`src/hw/rtl/tpct_pkg.sv`:
```
`timescale 1ns / 1ps
// ----------------------------------------------------------------------------
// tpct_pkg
// Shared types and constants for the two-finger touch contact tracker.
// ----------------------------------------------------------------------------
package tpct_pkg;

  localparam int unsigned CoordW     = 12;
  localparam int unsigned ScaleShift = 23;
  localparam int unsigned KW         = ScaleShift;   // all ratios are below one
  localparam int unsigned ProdW      = CoordW + KW;

  localparam logic [7:0] CoordPacket = 8'h5A;

  // Register indexes on the configuration port
  localparam logic CfgDisplayMode  = 1'b0;
  localparam logic CfgFlipVertical = 1'b1;

  // Event kinds carried in tuser
  localparam logic KindContact   = 1'b0;
  localparam logic KindFrameSync = 1'b1;

  // floor(v*A/B) == (v*ceil(A*2^23/B)) >> 23 for every 12-bit v and the B used here
  localparam logic [63:0] KX0Full = ((64'd799 << ScaleShift) + 64'd1087) / 64'd1088;
  localparam logic [63:0] KY0Full = ((64'd599 << ScaleShift) + 64'd767) / 64'd768;
  localparam logic [63:0] KX1Full = ((64'd1023 << ScaleShift) + 64'd1279) / 64'd1280;
  localparam logic [63:0] KY1Full = ((64'd757 << ScaleShift) + 64'd831) / 64'd832;

  localparam logic [KW-1:0] KX0 = KX0Full[KW-1:0];
  localparam logic [KW-1:0] KY0 = KY0Full[KW-1:0];
  localparam logic [KW-1:0] KX1 = KX1Full[KW-1:0];
  localparam logic [KW-1:0] KY1 = KY1Full[KW-1:0];

  localparam logic [CoordW-1:0] Mode0XMax = 12'd799;
  localparam logic [CoordW-1:0] Mode1YMax = 12'd757;

  typedef struct packed {
    logic display_mode;
    logic flip_vertical;
  } cfg_t;

  typedef struct packed {
    logic              event_kind;
    logic              contact_slot;
    logic              touching;
    logic [CoordW-1:0] pos_x;
    logic [CoordW-1:0] pos_y;
    logic              last_of_run;
  } res_t;

endpackage

```
`src/hw/rtl/tpct_scaler.sv`:
```
`timescale 1ns / 1ps
// ----------------------------------------------------------------------------
// tpct_scaler
// Maps one raw 12-bit touch point to screen pixels for the selected mode.
// ----------------------------------------------------------------------------
module tpct_scaler (
  input  tpct_pkg::cfg_t                  cfg_i,
  input  logic [7:0]                      high_nibbles_i,
  input  logic [7:0]                      x_low_i,
  input  logic [7:0]                      y_low_i,
  output logic [tpct_pkg::CoordW-1:0]     pos_x_o,
  output logic [tpct_pkg::CoordW-1:0]     pos_y_o,
  output logic                            nonzero_o
);
  import tpct_pkg::*;

  logic [CoordW-1:0] raw_x, raw_y, op_x, op_y, quo_x, quo_y;
  logic [KW-1:0]     k_x, k_y;
  logic [ProdW-1:0]  prod_x, prod_y;

  assign raw_x = {high_nibbles_i[7:4], x_low_i};
  assign raw_y = {high_nibbles_i[3:0], y_low_i};

  // mode 1 swaps the axes
  assign op_x = cfg_i.display_mode ? raw_y : raw_x;
  assign op_y = cfg_i.display_mode ? raw_x : raw_y;
  assign k_x  = cfg_i.display_mode ? KX1 : KX0;
  assign k_y  = cfg_i.display_mode ? KY1 : KY0;

  assign prod_x = ProdW'(op_x) * ProdW'(k_x);
  assign prod_y = ProdW'(op_y) * ProdW'(k_y);
  assign quo_x  = prod_x[ProdW-1:ScaleShift];
  assign quo_y  = prod_y[ProdW-1:ScaleShift];

  always_comb begin
    if (cfg_i.display_mode) begin
      pos_x_o = quo_x;
      if (cfg_i.flip_vertical) begin
        pos_y_o = (quo_y > Mode1YMax) ? '0 : Mode1YMax - quo_y;
      end else begin
        pos_y_o = quo_y;
      end
    end else begin
      pos_x_o = (quo_x > Mode0XMax) ? '0 : Mode0XMax - quo_x;
      pos_y_o = quo_y;
    end
  end

  assign nonzero_o = (raw_x != '0) || (raw_y != '0);

endmodule

```
`src/hw/rtl/touch_packet_contact_tracker_unit.sv`:
```
`timescale 1ns / 1ps
// ----------------------------------------------------------------------------
// touch_packet_contact_tracker_unit
// Two-finger contact tracker: scales coordinate packets and emits contact
// reports followed by a frame sync.
// ----------------------------------------------------------------------------
//  channel   | dir | beat contents
//  s_axis    | in  | one 8-byte controller packet
//  m_axis    | out | one contact report or frame sync (tlast on frame sync)
//  cfg       | in  | register write, index 0 display_mode, 1 flip_vertical
//
//  A packet waits in the input register, is scaled there and its results
//  (none for a non-coordinate packet, else one to three) drop into a
//  three-entry result buffer that drains one beat per cycle while m_axis
//  is ready. The next packet is taken while results are still draining.
//  Reset clears the valid flags, contact mask, last positions and config.
//  A stalled m_axis holds its beat; s_axis stalls once the input register
//  is full and the result buffer does not empty in that cycle.
// ----------------------------------------------------------------------------
module touch_packet_contact_tracker_unit (
  input  logic        clk_i,
  input  logic        rst_ni,
  input  logic        s_axis_tvalid,
  output logic        s_axis_tready,
  // packet_type, first_high_nibbles, first_x_low, first_y_low,
  // second_high_nibbles, second_x_low, second_y_low, status_byte
  input  logic [63:0] s_axis_tdata,
  output logic        m_axis_tvalid,
  input  logic        m_axis_tready,
  // contact_slot, touching, pos_x[11:0], pos_y[11:0], 6 zero bits
  output logic [31:0] m_axis_tdata,
  output logic        m_axis_tlast,
  // event_kind
  output logic        m_axis_tuser,
  input  logic        cfg_we_i,
  input  logic        cfg_idx_i,
  input  logic        cfg_wdata_i
);
  import tpct_pkg::*;

  cfg_t              cfg_q;
  logic              in_valid_q;
  logic [63:0]       pkt_q;
  logic [1:0]        pressed_q, pressed_d;
  logic [CoordW-1:0] last0_x_q, last0_y_q, last1_x_q, last1_y_q;
  res_t              ent_q [3];
  logic [1:0]        cnt_q;

  logic              load_w, out_fire, in_fire;
  logic              coord, all_lift, rep0, rep1;
  logic [CoordW-1:0] s0_x, s0_y, s1_x, s1_y;
  logic              nz0, nz1;
  res_t              r0, r1, sync_r;

  // ---------------------------------------------------------------- config
  always_ff @(posedge clk_i or negedge rst_ni) begin
    if (!rst_ni) begin
      cfg_q <= '0;
    end else if (cfg_we_i) begin
      unique case (cfg_idx_i)
        CfgDisplayMode:  cfg_q.display_mode  <= cfg_wdata_i;
        CfgFlipVertical: cfg_q.flip_vertical <= cfg_wdata_i;
        default: ;
      endcase
    end
  end

  // ---------------------------------------------------------------- handshakes
  assign out_fire      = m_axis_tvalid && m_axis_tready;
  assign load_w        = in_valid_q && ((cnt_q == 2'd0) || ((cnt_q == 2'd1) && out_fire));
  assign s_axis_tready = !in_valid_q || load_w;
  assign in_fire       = s_axis_tvalid && s_axis_tready;

  always_ff @(posedge clk_i or negedge rst_ni) begin
    if (!rst_ni) begin
      in_valid_q <= 1'b0;
    end else if (in_fire) begin
      in_valid_q <= 1'b1;
    end else if (load_w) begin
      in_valid_q <= 1'b0;
    end
  end

  always_ff @(posedge clk_i) begin
    if (in_fire) begin
      pkt_q <= s_axis_tdata;
    end
  end

  // ---------------------------------------------------------------- scaling
  tpct_scaler u_scale0 (
    .cfg_i          (cfg_q),
    .high_nibbles_i (pkt_q[15:8]),
    .x_low_i        (pkt_q[23:16]),
    .y_low_i        (pkt_q[31:24]),
    .pos_x_o        (s0_x),
    .pos_y_o        (s0_y),
    .nonzero_o      (nz0)
  );

  tpct_scaler u_scale1 (
    .cfg_i          (cfg_q),
    .high_nibbles_i (pkt_q[39:32]),
    .x_low_i        (pkt_q[47:40]),
    .y_low_i        (pkt_q[55:48]),
    .pos_x_o        (s1_x),
    .pos_y_o        (s1_y),
    .nonzero_o      (nz1)
  );

  // ---------------------------------------------------------------- results
  assign coord    = (pkt_q[7:0] == CoordPacket);
  assign all_lift = (pkt_q[58:57] == 2'b00);

  // a finger is reported when it lands/moves, or when a pressed one lifts
  assign rep0 = (!all_lift && nz0) || pressed_q[0];
  assign rep1 = (!all_lift && nz1) || pressed_q[1];

  always_comb begin
    r0.event_kind   = KindContact;
    r0.contact_slot = 1'b0;
    r0.touching     = !all_lift && nz0;
    r0.pos_x        = r0.touching ? s0_x : last0_x_q;
    r0.pos_y        = r0.touching ? s0_y : last0_y_q;
    r0.last_of_run  = 1'b0;

    r1.event_kind   = KindContact;
    r1.contact_slot = 1'b1;
    r1.touching     = !all_lift && nz1;
    r1.pos_x        = r1.touching ? s1_x : last1_x_q;
    r1.pos_y        = r1.touching ? s1_y : last1_y_q;
    r1.last_of_run  = 1'b0;

    sync_r              = '0;
    sync_r.event_kind   = KindFrameSync;
    sync_r.last_of_run  = 1'b1;
  end

  assign pressed_d = all_lift ? 2'b00 : {nz1, nz0};

  always_ff @(posedge clk_i or negedge rst_ni) begin
    if (!rst_ni) begin
      pressed_q <= '0;
      last0_x_q <= '0;
      last0_y_q <= '0;
      last1_x_q <= '0;
      last1_y_q <= '0;
    end else if (load_w && coord) begin
      pressed_q <= pressed_d;
      if (!all_lift && nz0) begin
        last0_x_q <= s0_x;
        last0_y_q <= s0_y;
      end
      if (!all_lift && nz1) begin
        last1_x_q <= s1_x;
        last1_y_q <= s1_y;
      end
    end
  end

  // ---------------------------------------------------------------- result buffer
  always_ff @(posedge clk_i or negedge rst_ni) begin
    if (!rst_ni) begin
      cnt_q <= '0;
    end else if (load_w) begin
      cnt_q <= coord ? 2'd1 + 2'(rep0) + 2'(rep1) : 2'd0;
    end else if (out_fire) begin
      cnt_q <= cnt_q - 2'd1;
    end
  end

  always_ff @(posedge clk_i) begin
    if (load_w) begin
      ent_q[0] <= rep0 ? r0 : (rep1 ? r1 : sync_r);
      ent_q[1] <= (rep0 && rep1) ? r1 : sync_r;
      ent_q[2] <= sync_r;
    end else if (out_fire) begin
      ent_q[0] <= ent_q[1];
      ent_q[1] <= ent_q[2];
    end
  end

  assign m_axis_tvalid = (cnt_q != 2'd0);
  assign m_axis_tdata  = {6'b0, ent_q[0].pos_y, ent_q[0].pos_x,
                          ent_q[0].touching, ent_q[0].contact_slot};
  assign m_axis_tlast  = ent_q[0].last_of_run;
  assign m_axis_tuser  = ent_q[0].event_kind;

  // ---------------------------------------------------------------- checks
  a_last_is_sync: assert property (@(posedge clk_i) disable iff (!rst_ni)
    m_axis_tvalid && m_axis_tlast |-> m_axis_tuser)
    else $error("tlast beat is not a frame sync");

  a_tail_is_last: assert property (@(posedge clk_i) disable iff (!rst_ni)
    (cnt_q == 2'd1) |-> m_axis_tlast)
    else $error("final buffered beat lacks tlast");

  a_mask_on_load: assert property (@(posedge clk_i) disable iff (!rst_ni)
    !load_w |=> $stable(pressed_q))
    else $error("contact mask changed without a packet");

  a_pkt_held: assert property (@(posedge clk_i) disable iff (!rst_ni)
    in_valid_q && !load_w |=> in_valid_q)
    else $error("buffered packet dropped");

endmodule

```
`config.mk`:
```
export PLATFORM = sky130hd
export DESIGN_NAME = touch_packet_contact_tracker_unit
export DESIGN_NICKNAME = d
export VERILOG_FILES = /design/src/hw/rtl/tpct_pkg.sv /design/src/hw/rtl/tpct_scaler.sv /design/src/hw/rtl/touch_packet_contact_tracker_unit.sv
export SDC_FILE = /design/constraint.sdc
export NUM_CORES = 2
export LEC_CHECK = 0
export ABC_AREA = 1
export BUFFER_PORTS_ARGS = -buffer_cell sky130_fd_sc_hd__buf_2
export CAP_MARGIN = 20
export CORE_MARGIN = 5
export CORE_UTILIZATION = 55
export DETAILED_ROUTE_END_ITERATION = 12
export GPL_ROUTABILITY_DRIVEN = 1
export PLACE_DENSITY = 0.82
export SYNTH_ARGS = -nofsm -noshare
export SYNTH_HDL_FRONTEND = slang
export SYNTH_HIERARCHICAL = 1
export SYNTH_SLANG_ARGS = --single-unit
```
`constraint.sdc`:
```
create_clock -name clk_i -period 6.04 [get_ports clk_i]
set_clock_uncertainty 0.1 [all_clocks]
set_input_delay 0.604 -clock clk_i [delete_from_list [all_inputs] [get_ports clk_i]]
set_output_delay 0.604 -clock clk_i [all_outputs]
set_load 0.02 [all_outputs]
```
== After elaboration in Yosys (flattened, before gate mapping) ==
Memory sizes are Yosys's and may differ from the RTL's.
Index checks and enable logic that the tools add are counted.

* $add $sub $neg: 7
* $mul: 4
* Divide/modulo/power cells: 0
* Magnitude comparators: 4
* Eq/ne operators: 2
* Shift-type cells: 0
* Multiplexer cells: 36
* Bitwise gates (word level): 3
* Reduce and logical (&&, ||, !) cells: 27

{| class="wikitable"
|+ Operators by type and width
! kind !! count
|-
| 12-bit 2-to-1 mux || 18
|-
| 12-bit by 23-bit multiplier with 35-bit output || 4
|-
| 28-bit 2-to-1 mux || 5
|-
| 12-bit by 10-bit > comparator with 1-bit output (second input constant) || 4
|-
| 12-bit nonzero test || 4
|-
| 10-bit by 12-bit subtractor with 12-bit output (first input constant) || 4
|-
| 22-bit 2-to-1 mux || 1
|-
| 21-bit 2-to-1 mux || 1
|-
| 8-bit by 7-bit equality test with 1-bit output (second input constant) || 1
|-
| 1-bit logical AND || 8
|-
| 2-bit 2-to-1 mux || 4
|-
| 1-bit 2-to-1 mux || 7
|-
| 1-bit logical OR || 6
|-
| 2-bit nonzero test || 3
|-
| 2-bit zero test || 2
|-
| 2-bit AND reduction || 2
|-
| 1-bit by 1-bit adder with 2-bit output (first input constant) || 1
|-
| 2-bit by 1-bit adder with 2-bit output || 1
|-
| 2-bit by 1-bit equality test with 1-bit output (second input constant) || 1
|-
| 1-bit zero test || 2
|-
| 1-bit bitwise OR || 2
|-
| 2-bit by 1-bit subtractor with 2-bit output (second input constant) || 1
|-
| 1-bit inverter || 1
|}

* Flip-flop bits (word level): 114
* Latch bits: 0
* RAM bits: 84
* Bits in read-only memories: 0
* Input bits: 71
* Output and inout port bits: 36
* Logic and storage cells: 94
* Memories kept: 1

{| class="wikitable"
|+ Memory list
! memory !! words !! width !! rd ports !! clocked after memory_dff !! write ports !! line !! RTL
|-
| ent_q || 3 || 28 || 3 || 0 || 3 || touch_packet_contact_tracker_unit.sv:46 || <nowiki>res_t ent_q [3];</nowiki>
|}

== Logic depth before layout (Yosys ltp) ==
* Depth in word-level cells: 10
* Gate-level depth with buffers: 46
* Depth with buffers taken out: 43

== Modules after synthesis ==
The synthesis kept the hierarchy.

{| class="wikitable"
|+ Modules (own cells, without submodules)
! module !! instances !! cells an instance !! area an instance (um2) !! seq. area each (um2)
|-
| tpct_scaler at u_scale0 || 1 || 1825 || 13103.8 || 0.0
|-
| tpct_scaler at u_scale1 || 1 || 1799 || 13086.3 || 0.0
|-
| touch_packet_contact_tracker_unit || 1 || 694 || 7338.3 || 4739.5
|}

== Worst setup path before layout ==
No wires, ideal clock.

* Kind: register to register
* Start point: reg cfg_q[1] in the netlist's numbering
* End point: mem ent_q[0][6] in the netlist's numbering (data pin)
* Library setup time: 0.259 ns
* Arrival: 6.303 ns
* Data required time: 5.681 ns
* Setup slack: -0.622 ns
* Stages on the path, launching flop included: 36
* Path buffers: 2
* Clock period less this slack: 6.662 ns
* Path through: dfrtp_1 > clkbuf_1 > clkbuf_1 > nor2_1 > inv_1 > nand2_1 > fa_1 > inv_1 > fa_1 > inv_1 > fa_1 > fa_1 > inv_1 > fa_1 > inv_1 > ha_1 > nand2_1 > nand2_1 > o21bai_1 > nand2_1 > nand2_1 > a21oi_1 > nand2_1 > nand2_1 > nand2_1 > ha_1 > nand3b_1 > a21oi_1 > xor2_1 > inv_1 > nand2_1 > inv_1 > nand2_1 > nand2_1 > nand2_1 > nand3_1

{| class="wikitable"
|+ RTL lines
! item !! line !! RTL
|-
| from (decl) || touch_packet_contact_tracker_unit.sv:41 || <nowiki>cfg_t cfg_q;</nowiki>
|-
| to (decl) || touch_packet_contact_tracker_unit.sv:46 ||
|}

==> flow_metrics.env <==
export IMPL_fill_cells=4200
export IMPL_drc=0
export IMPL_yosys_area_share_simple_pct=20.3
export IMPL_grt_usage_pct=29.2
export IMPL_vias_per_cell=5.31
export IMPL_slew_viol_final=0
export IMPL_die_height_um=257
export IMPL_grt_pass1_wl_mm=156
export IMPL_max_cap_viol_count=0
export IMPL_clock_fmax_mhz=154
export IMPL_drtPass1Iterations=6
export IMPL_cts_max_path_buffers=2
export IMPL_cp_end_kind="flop"
export IMPL_critPathMaxStageDelay_ns=0.59
export IMPL_start_util_pct=55.5
export IMPL_globalRoute_totalOverflow=0
export IMPL_ys_seq_area_share_pct=14.1
export IMPL_dp_cells=5677
export IMPL_insertion_delay_ns=0.48
export IMPL_cp_required_ns=6.16
export IMPL_hold_violations=0
export IMPL_syn_area_um2=33500
export IMPL_core_area_um2=60400
export IMPL_rr_worst_depth=32
export IMPL_gp_congestion=0.966
export IMPL_num_vias=30800
export IMPL_rsz0062_at_grt="true"
export IMPL_finalWirelength_mm=102
export IMPL_hold_buffers=0
export IMPL_grt_max_degree=57
export IMPL_nNetsFinal=5975
export IMPL_wire_per_inst_um=17.6
export IMPL_syn_inst=4318
export IMPL_synth_compound_area_share_pct=5.42
export IMPL_cp_arrival_ns=6.63
export IMPL_ios=107
export IMPL_async_flop_share_pct=32.9
export IMPL_fp_row_count=90
export IMPL_synthAdderAreaFrac_pct=44.0
export IMPL_cp_max_fo=8
export IMPL_synth_distinct_cells=51
export IMPL_yosys_area_share_xor_xnor_pct=1.07
export IMPL_io_buffer_count=94
export IMPL_drtIter0Drc=2355
export IMPL_cts_tree="built"
export IMPL_synthFlopType="edfxtp_1"
export IMPL_yosysTopAreaCellShare_pct=27.1
export IMPL_synth_top_area_cell="fa_1"
export IMPL_clkTransAtPathRegs_ns=0.08
export IMPL_max_slew_margin_pct=40.6
export IMPL_diodes=0
export IMPL_cts_root_buffer="clkbuf_16"
export IMPL_finalSetupViolations=81
export IMPL_hp_class="primary input to async pin"
export IMPL_avgSynthCellArea_um2=7.76
export IMPL_setup_ws_ns=-0.467
export IMPL_numCtsBuffers=17
export IMPL_violations="negative setup slack"
export IMPL_synth_top_family_by_area="adder cells"
export IMPL_synth_mux_area_share_pct=0
export IMPL_synth_edf_count=112
export IMPL_synthTopCellsByArea="fa_1, ha_1, inv_1"
export IMPL_fin_crit_ns=6.51
export IMPL_setup_tns_final_ns=-19.63
export IMPL_crit_path_start_kind="flop"
export IMPL_dp_hpwl_mm=77.8
export IMPL_drive_gt1_share_pct=28.1
export IMPL_holdWs_ns=0.155
export IMPL_area_growth_pct=26.8
export IMPL_crit_type="flop to flop"
export IMPL_slowest_stage="fa_1"
export IMPL_ant_nets=0
export IMPL_antenna_found_initial=0
export IMPL_final_cell_count_no_fill=5791
export IMPL_grt_pass1_vias=31700
export IMPL_die_x_um=257
export IMPL_die_area_um2=66000
export IMPL_cts_max_level=4
export IMPL_worst_pin_slew_ns=0.889
export IMPL_cts_sinks=167
export IMPL_finalCritPeriodShare_pct=108
export IMPL_ys_seq_elements=167
export IMPL_ys_warn_count=6
export IMPL_status="complete, but fails checks"
-- cell type report --
class | count | area, um2 | share of cell area [%]
Multi-Input combinational cell | 2905 | 26300 | 61.8
Timing Repair Buffer | 731 | 5490 | 12.9
Sequential cell | 167 | 4740 | 11.2
Inverter | 1174 | 4440 | 10.4
Tap cell | 782 | 978 | 2.30
Clock buffer | 20 | 468 | 1.10
Clock inverter | 12 | 105 | 0.247
-- cell families after synthesis --
family,Yosys count
simple gates,1594
xor+xnor,41
flops,167
buf+inv,1272
other cells,5
compound gates,331
fa+ha+maj,908
-- critical path: cells and delay by family (launching register included) --
kind,cells,cell delay [ns]
flip-flops,1,0.52
AND/OR/NAND/NOR,17,1.76
AO/OA/AOI/OAI,1,0.18
adder cells (fa/ha/maj),6,2.92
buffers and inverters,8,0.78
-- Yosys cell counts, types with 4 or more instances --
library cell / number
a21oi_1: 128
dfrtp_1: 55
nand2_1: 942
xnor2_1: 10
buf_4: 37
xor2_1: 31
o21ai_2: 6
buf_6: 4
nor4_1: 14
o21bai_1: 16
conb_1: 5
nand2_4: 11
edfxtp_1: 112
a31oi_1: 8
fa_1: 454
inv_2: 10
nand4_1: 17
nand3_4: 4
nor3_1: 30
inv_1: 1160
nand3b_1: 13
buf_2: 14
o21a_1: 4
o21ai_0: 116
nand2_2: 42
clkbuf_1: 37
nor3_2: 5
nand3_1: 158
or2_2: 11
o21ai_1: 31
nor2_2: 10
nor2_1: 318
a21o_1: 15
nor2_4: 10
ha_1: 454
-- through the flow --
stage               instance area (um2)  worst slack (ns)  utilization (%)
floorplan                         34000          -0.00297                -
finish                            42500            -0.467             70.4
CTS                               41200            -0.318             68.2
global route                      42500            -0.724             70.4
global placement                  39000            -0.484             64.6
detailed placement                39000            -0.582             64.6
-- final timing paths --
check | start | to | slack (ns)
max | cfg_q[1] | ent_q[0][2] | -0.47
min | rst_ni | last0_y_q[8] | 0.15
max reg2reg | cfg_q[1] | ent_q[0][2] | -0.47
min reg2reg | last1_y_q[5] | last1_y_q[5] | 0.40
max in group asynchronous | rst_ni | cfg_q[1] | 5.04
min in group clk_i | s_axis_tdata[53] | pkt_q[53] | 0.19
-- per-layer routing --
metal,part of all wire (%),wire (um),global-route usage (%),vias up
li1,-,-,-,14300
met1,38,38800,35.3,14700
met2,50,50800,51.5,1361
met3,7.0,7110,5.36,377
met4,5.1,5220,11.9,0
met5,0,0,0,-
-- cell usage in the layout, fill, tap and decap left out, drive strengths merged, types with 10 or more instances in the layout --
cell type  count
xor2          31
ha           454
o21bai        17
nor3          35
edfxtp       112
conb          30
clkbuf        20
nor2         339
nand4         17
nor4          15
nand2        995
inv         1177
or2           11
nand3b        13
a21o          15
dfrtp         55
xnor2         10
buf          731
a21oi        132
o21ai        153
fa           454
nand3        166
-- flip-flops by register name, summed over array words and instances, names as in the netlist --
register / cells
cfg_q: 2
cnt_q: 2
ent_q: 54
in_valid_q: 1
last0_x_q: 12
last0_y_q: 12
last1_x_q: 12
last1_y_q: 12
pkt_q: 58
pressed_q: 2
-- timing repair --
action | CTS | global route
gates cloned | 1 | 0
pin swaps | 144 | 190
gates resized for setup | 327 | 333
buffers inserted | 54 | 31
endpoints found under the setup margin | 94 | 96
Power is left out: the tool's default activity adds up to more than one toggle a clock period on the data nets, which glitch-free logic cannot reach.
